## src/rtl/core/sdta_pkg.sv

```systemverilog
// ----------------------------------------------------------------------------
// sdta_pkg
// Shared types, constants and a helper function for the slow-data text
// assembler.
// ----------------------------------------------------------------------------
package sdta_pkg;

    localparam int unsigned MsgLen    = 20;
    localparam int unsigned CharIdxW  = 5;
    localparam int unsigned StepW     = 4;

    localparam logic [7:0] SyncByte0  = 8'h55;
    localparam logic [7:0] SyncByte1  = 8'h2d;
    localparam logic [7:0] SyncByte2  = 8'h16;
    localparam logic [7:0] SyncFrame  = 8'h00;

    localparam logic [7:0] Scramble0  = 8'h70;
    localparam logic [7:0] Scramble1  = 8'h4f;
    localparam logic [7:0] Scramble2  = 8'h93;

    localparam logic [7:0] HeaderBase = 8'h30;

    localparam logic [StepW-1:0]    StepFirst = 4'd1;
    localparam logic [StepW-1:0]    StepLast  = 4'd8;
    localparam logic [CharIdxW-1:0] IdxLast   = CharIdxW'(MsgLen - 1);

    typedef struct packed {
        logic [7:0] frame_seq;
        logic [7:0] slow_byte0;
        logic [7:0] slow_byte1;
        logic [7:0] slow_byte2;
    } in_item_t;

    typedef struct packed {
        logic [7:0]          text_char;
        logic [CharIdxW-1:0] char_index;
        logic                last_char;
    } out_item_t;

    typedef struct packed {
        logic accept;
        logic start_run;
        logic next_char;
    } ctrl_cmd_t;

    typedef struct packed {
        logic msg_done;
        logic idx_last;
    } dp_status_t;

    // first message position written by block pair k (five characters each)
    function automatic logic [CharIdxW-1:0] block_base(input logic [1:0] k);
        logic [CharIdxW-1:0] base;
        case (k)
            2'd0:    base = 5'd0;
            2'd1:    base = 5'd5;
            2'd2:    base = 5'd10;
            2'd3:    base = 5'd15;
            default: base = 5'd0;
        endcase
        return base;
    endfunction

endpackage

```

## src/rtl/core/slow_data_text_assembler_top.sv

```systemverilog
// ----------------------------------------------------------------------------
// slow_data_text_assembler_top
// Collects descrambled slow-data text over eight voice frames after a sync
// frame and reads out the 20-character message one character at a time.
//
//   channel   direction   handshake            payload
//   in        input       in_valid/in_ready    sdta_pkg::in_item_t
//   out       output      out_valid/out_ready  sdta_pkg::out_item_t
//
// a frame is taken while no readout is in progress
// the frame that completes a message starts a 20-transaction readout,
// one character per cycle when out_ready stays high
// no new frame is taken until the last character transaction completes
// reset clears the sync state and the readout; the message store is not reset
// ----------------------------------------------------------------------------
module slow_data_text_assembler_top (
    input  logic                  clk,
    input  logic                  rst_n,
    input  logic                  in_valid,
    output logic                  in_ready,
    input  sdta_pkg::in_item_t    in_data,
    output logic                  out_valid,
    input  logic                  out_ready,
    output sdta_pkg::out_item_t   out_data
);

    sdta_pkg::ctrl_cmd_t  cmd;
    sdta_pkg::dp_status_t status;

    sdta_ctrl u_ctrl (
        .clk       (clk),
        .rst_n     (rst_n),
        .in_valid  (in_valid),
        .in_ready  (in_ready),
        .out_valid (out_valid),
        .out_ready (out_ready),
        .status    (status),
        .cmd       (cmd)
    );

    sdta_dp u_dp (
        .clk      (clk),
        .rst_n    (rst_n),
        .in_data  (in_data),
        .cmd      (cmd),
        .status   (status),
        .out_data (out_data)
    );

endmodule

```

## src/rtl/core/sdta_ctrl.sv

```systemverilog
// ----------------------------------------------------------------------------
// sdta_ctrl
// Handshake controller: takes frames while idle and steps the datapath
// through the 20-character readout once a message completes.
// ----------------------------------------------------------------------------
module sdta_ctrl (
    input  logic                   clk,
    input  logic                   rst_n,
    input  logic                   in_valid,
    output logic                   in_ready,
    output logic                   out_valid,
    input  logic                   out_ready,
    input  sdta_pkg::dp_status_t   status,
    output sdta_pkg::ctrl_cmd_t    cmd
);

    typedef enum logic {
        ST_IDLE,
        ST_EMIT
    } state_t;

    state_t state_reg;
    state_t state_next;
    logic   in_ready_reg;
    logic   in_ready_next;
    logic   out_valid_reg;
    logic   out_valid_next;

    assign in_ready      = in_ready_reg;
    assign out_valid     = out_valid_reg;
    assign cmd.accept    = in_valid && in_ready_reg;
    assign cmd.start_run = in_valid && in_ready_reg && status.msg_done;
    assign cmd.next_char = out_valid_reg && out_ready;

    always_comb
    begin
        state_next     = state_reg;
        in_ready_next  = in_ready_reg;
        out_valid_next = out_valid_reg;
        case (state_reg)
            ST_IDLE:
            begin
                if (cmd.start_run)
                begin
                    state_next     = ST_EMIT;
                    in_ready_next  = 1'b0;
                    out_valid_next = 1'b1;
                end
            end
            ST_EMIT:
            begin
                if (cmd.next_char && status.idx_last)
                begin
                    state_next     = ST_IDLE;
                    in_ready_next  = 1'b1;
                    out_valid_next = 1'b0;
                end
            end
            default:
            begin
                state_next     = ST_IDLE;
                in_ready_next  = 1'b1;
                out_valid_next = 1'b0;
            end
        endcase
    end

    always_ff @(posedge clk or negedge rst_n)
    begin
        if (!rst_n)
        begin
            state_reg     <= ST_IDLE;
            in_ready_reg  <= 1'b1;
            out_valid_reg <= 1'b0;
        end
        else
        begin
            state_reg     <= state_next;
            in_ready_reg  <= in_ready_next;
            out_valid_reg <= out_valid_next;
        end
    end

endmodule

```

## src/rtl/core/sdta_dp.sv

```systemverilog
// ----------------------------------------------------------------------------
// sdta_dp
// Datapath: sync detection, step tracking, descrambling into the message
// store and the readout index.
// ----------------------------------------------------------------------------
module sdta_dp (
    input  logic                   clk,
    input  logic                   rst_n,
    input  sdta_pkg::in_item_t     in_data,
    input  sdta_pkg::ctrl_cmd_t    cmd,
    output sdta_pkg::dp_status_t   status,
    output sdta_pkg::out_item_t    out_data
);

    logic                            armed_reg;
    logic                            armed_next;
    logic [sdta_pkg::StepW-1:0]      step_reg;
    logic [sdta_pkg::StepW-1:0]      step_next;
    logic [sdta_pkg::CharIdxW-1:0]   idx_reg;
    logic [sdta_pkg::CharIdxW-1:0]   idx_next;
    logic [7:0]                      store_reg [sdta_pkg::MsgLen];

    logic                            is_sync;
    logic                            step_hit;
    logic                            odd_step;
    logic [1:0]                      blk;
    logic                            hdr_ok;
    logic                            wr_en;
    logic [sdta_pkg::CharIdxW-1:0]   wr_base;
    logic [sdta_pkg::CharIdxW-1:0]   wr_addr1;
    logic [sdta_pkg::CharIdxW-1:0]   wr_addr2;
    logic [7:0]                      wr_data0;
    logic [7:0]                      wr_data1;
    logic [7:0]                      wr_data2;
    logic [2:0]                      even_pair;

    assign is_sync = (in_data.frame_seq == sdta_pkg::SyncFrame)
                  && (in_data.slow_byte0 == sdta_pkg::SyncByte0)
                  && (in_data.slow_byte1 == sdta_pkg::SyncByte1)
                  && (in_data.slow_byte2 == sdta_pkg::SyncByte2);

    assign step_hit  = armed_reg && (in_data.frame_seq == {4'd0, step_reg});
    assign odd_step  = step_reg[0];
    assign even_pair = 3'(step_reg[3:1] - 3'd1);
    assign blk       = odd_step ? step_reg[2:1] : even_pair[1:0];
    assign hdr_ok    = (in_data.slow_byte0 == 8'(sdta_pkg::HeaderBase + {6'd0, blk}));

    // odd steps hold a header byte, so payload starts one byte later
    assign wr_base  = odd_step ? sdta_pkg::block_base(blk)
                               : 5'(sdta_pkg::block_base(blk) + 5'd2);
    assign wr_addr1 = 5'(wr_base + 5'd1);
    assign wr_addr2 = 5'(wr_base + 5'd2);
    assign wr_data0 = odd_step ? (in_data.slow_byte1 ^ sdta_pkg::Scramble1)
                               : (in_data.slow_byte0 ^ sdta_pkg::Scramble0);
    assign wr_data1 = odd_step ? (in_data.slow_byte2 ^ sdta_pkg::Scramble2)
                               : (in_data.slow_byte1 ^ sdta_pkg::Scramble1);
    assign wr_data2 = in_data.slow_byte2 ^ sdta_pkg::Scramble2;

    assign wr_en = cmd.accept && !is_sync && step_hit && (!odd_step || hdr_ok);

    assign status.msg_done = !is_sync && step_hit && !odd_step
                          && (step_reg == sdta_pkg::StepLast);
    assign status.idx_last = (idx_reg == sdta_pkg::IdxLast);

    assign out_data.text_char  = store_reg[idx_reg];
    assign out_data.char_index = idx_reg;
    assign out_data.last_char  = (idx_reg == sdta_pkg::IdxLast);

    always_comb
    begin
        armed_next = armed_reg;
        step_next  = step_reg;
        if (cmd.accept && is_sync)
        begin
            armed_next = 1'b1;
            step_next  = sdta_pkg::StepFirst;
        end
        else if (wr_en)
        begin
            if (step_reg == sdta_pkg::StepLast)
            begin
                armed_next = 1'b0;
                step_next  = '0;
            end
            else
            begin
                step_next = 4'(step_reg + 4'd1);
            end
        end
    end

    always_comb
    begin
        idx_next = idx_reg;
        if (cmd.start_run)
        begin
            idx_next = '0;
        end
        else if (cmd.next_char && !status.idx_last)
        begin
            idx_next = 5'(idx_reg + 5'd1);
        end
    end

    always_ff @(posedge clk or negedge rst_n)
    begin
        if (!rst_n)
        begin
            armed_reg <= 1'b0;
            step_reg  <= '0;
            idx_reg   <= '0;
        end
        else
        begin
            armed_reg <= armed_next;
            step_reg  <= step_next;
            idx_reg   <= idx_next;
        end
    end

    // message store, no reset: every position is written before a readout
    always_ff @(posedge clk)
    begin
        if (wr_en)
        begin
            store_reg[wr_base]  <= wr_data0;
            store_reg[wr_addr1] <= wr_data1;
            if (!odd_step)
            begin
                store_reg[wr_addr2] <= wr_data2;
            end
        end
    end

endmodule

```

## config.mk

```make
export PLATFORM = sky130hd
export DESIGN_NAME = slow_data_text_assembler_top
export DESIGN_NICKNAME = d
export VERILOG_FILES = /design/src/rtl/core/sdta_pkg.sv /design/src/rtl/core/slow_data_text_assembler_top.sv /design/src/rtl/core/sdta_ctrl.sv /design/src/rtl/core/sdta_dp.sv
export SDC_FILE = /design/constraint.sdc
export NUM_CORES = 1
export LEC_CHECK = 0
export ABC_CLOCK_PERIOD_IN_PS = 5200
export BUFFER_PORTS_ARGS = -buffer_cell sky130_fd_sc_hd__clkbuf_2
export CAP_MARGIN = 20
export CORE_AREA = 2 2 159 161
export CTS_BUF_LIST = sky130_fd_sc_hd__clkbuf_2
export CTS_CLUSTER_SIZE = 16
export DETAILED_ROUTE_END_ITERATION = 16
export DIE_AREA = 0 0 161 163
export MAX_ROUTING_LAYER = met4
export PLACE_DENSITY = 0.61
export SLEW_MARGIN = 20
export SYNTH_ARGS = -nofsm -noshare
export SYNTH_HDL_FRONTEND = slang
export SYNTH_HIERARCHICAL = 1
export SYNTH_SLANG_ARGS = --single-unit
```

## constraint.sdc

```tcl
create_clock -name clk -period 5.2 [get_ports clk]
set_input_delay 0.52 -clock clk [delete_from_list [all_inputs] [get_ports clk]]
set_output_delay 0.52 -clock clk [all_outputs]
set_load 0.005 [all_outputs]
```

==> run summary <==
Fill cells: 2259
Max-cap violations: 0
Total grt overflow: 0
Layout Area Growth over Synthesis: 8.352%
CP max stage delay: 690 ps
Clock Skew: 31.74 ps
Number of global-route vias before repair: 7828
Fin. max-slew vios: 0
Num rows: 58
Fin crit period: 4074 ps
Number of buffers created by CTS: 17
Area of the die: 26240 um^2
Synth Warn #: 6
Dpl ws: 1151 ps
Final cycle utilization of the critical path: 78.34%
Worst setup SP type: flop
Min-delay src: in_valid
Starting density of the core: 44.02%
Via count: 8435
Yosys cell types: 83
Gate Count Post-Synth: 911
Fin worst setup slack: 1126 ps
Commonest non-fill, non-tap cell in the layout: edfxtp_1
Worst Tran Pin Value: 1096 ps
Post-synth design cell area: 10860 um^2
Core area: 24670 um^2
Final setup TNS: 0 ps
Port buffer count: 51
Sum of buffers and inverters on the critical path: 1
Maximum clock frequency: 245.5 MHz
Cell family with most CP delay: compound AO/OA/AOI/OAI gates
Clock sinks: 173
Synth Register Bits: 173
Critical Path Fanout Max: 23
First-pass GRT wire length: 52900 um
Slew headroom: 26.37%
Initial antenna violation count: 1
Number of routed nets with antenna violations: 0
DRT Wirelength: 35800 um
Hpwl dp: 25570 um
Post-synthesis net count: 953
I/O Pins: 52
Vias per Instance: 6.544
CP Class: flop to flop
Largest net degree at the start of global routing: 58
HP Class: primary input to flop
Layout cells sized above 1: 23.90%
Worst hold slack: 66.11 ps
CTS tree: yes
Cell breakdown of the critical path: inv_1 > ha_1 > mux2i_1 > xnor2_1 > o31a_4 > a211oi_4 > nand2_2 > o21ai_1
Root Driver: clkbuf_2
Finished Core Util: 47.70%
R2R Path Start: u_dp/step_reg[1]
Static Leak: 4.215 nW
Clk pin slew, worst setup/hold paths: 270 ps
Wire per inst: 27.77 um
RSZ-0062 raised after global routing: no
Flip-flop count of the largest register after layout: 160
EDFF count, synth: 160
DRC viols: 0
Fin. Hold Viols: 0
CP endpoint kind: flop
Maximum vdd drop: 0.0001038 V
Final instance area: 11770 um^2
Final Setup Violations: 0
Clk_lat worst skew: 800 ps
Pwr dens: 207.1 nW/um^2
Beginning of the critical path: u_dp/step_reg[1]
Multi-input gate area: 5308 um^2
Final #Nets: 987
CTS H-tree depth: 4
Drt pass-1 iters: 5
GP Congestion: 0.9489
First DRT Iteration DRCs: 1186
Crit path DAT: 4500 ps
Status: complete, no violations
Horiz. Die Dim: 161 um
CTS max path bufs: 2
Chip height: 163 um
Async SR Flop Fraction: 7.514%
Slowest CP cell: ha_1
Most frequent cells in the layout: edfxtp_1, mux2i_1, nand2_1
CP required: 5620 ps
GR Util All Layers: 28.42%
Sequential fraction of the synthesis area: 47.24%
Mapped Avg Cell Area: 11.92 um^2
Primary FF master, synth: edfxtp_1
Storage element area: 5135 um^2
Placement Cell Area: 11490 um^2
[path summary, 6_finish.rpt]
path	endpoint	slack, ps	depth (start not counted)
setup / recovery	u_dp/store_reg[2][7]	1130	8
hold / removal	u_ctrl/state_reg	70	3
setup reg to reg	u_dp/store_reg[2][7]	1130	8
hold reg to reg	u_ctrl/out_valid	550	1
max in group asynchronous	u_ctrl/in_ready	4710	2
min in group asynchronous	u_ctrl/out_valid	170	2
[metrics by stage]
step                      instances  power (mW)
after floorplan                 911       1.643
after global placement         1253       1.729
after detailed placement       1253       1.730
after CTS                      1287       2.436
after global routing           1289       2.503
final                          1289       2.437
[routing by layer]
metal	up-vias	wire length, um	track usage [%]	share of wire, %
met5	-	0	-	0
met4	0	1537	11.08	4.3
met3	71	3253	6.162	9.1
met2	506	16090	42.02	45
met1	4231	14920	38.49	42
li1	3627	-	-	-
[synth_stat cells (all sizes together) (3+ instances only)]
master,n,area [um^2]
nand2,83,319.1
a32o,3,30.03
nand4,10,62.56
o221ai,4,35.03
o21ai,56,280.3
ha,6,75.07
a22oi,12,90.09
or2,8,50.05
a21boi,10,75.07
xnor2,5,43.79
a221oi,7,61.31
mux2,12,135.1
nand3,17,95.09
inv,34,127.6
nand2b,11,68.82
and3,4,25.02
nor4,20,234.0
mux4,48,1081
a211o,5,43.79
o211ai,4,30.03
buf,30,185.2
edfxtp,160,4805
a211oi,9,80.08
nor2b,4,25.02
nor2,46,180.2
mux2i,113,1131
nor3,18,121.4
dfrtp,12,300.3
or3,6,42.54
a31oi,17,106.4
a21oi,24,120.1
or4,9,67.56
clkbuf,43,163.9
a21o,5,37.54
and2,5,33.79
nor4b,6,58.80
a221o,6,60.06
xor2,5,43.79
[report_power, final]
group          switching (mW)  total [mW]  internal, mW
sequential                  0        1.52          1.52
clock                   0.538       0.729         0.191
combinational           0.130       0.190        0.0599
total                   0.668        2.44          1.77
[cells by family after synthesis]
logic type	synth area share, %
muxes	21.61
adders and majority gates	0.6911
buffers and inverters	4.423
and+or+nand+nor	13.30
xor gates and xnor gates	0.8063
AOI/OAI and AO/OA	11.92
DFF	47.24
[worst min-delay path, delay by kind of cell]
kind	cells	cell delay, ps
AOI/OAI and AO/OA	2	220
buffers and inverters	1	100
[repair_timing]
action | 4_1_cts | 5_1_grt
endpoints found under the hold margin | 14 | 0
setup endpoints to repair | 0 | 0
hold buffers | 2 | 0
setup buffers | 0 | 0
resized for setup | 0 | 0
[layout make-up]
type	count	area share [%]
Antenna cell	1	0.02126
Clock buffer	17	0.7229
Sequential cell	173	43.63
Inverter	35	1.116
Multi-Input combinational cell	630	45.10
Clock inverter	15	1.329
Tap cell	330	3.508
Timing Repair Buffer	88	4.572
No activity file was read; power rests on OpenSTA's default activity.
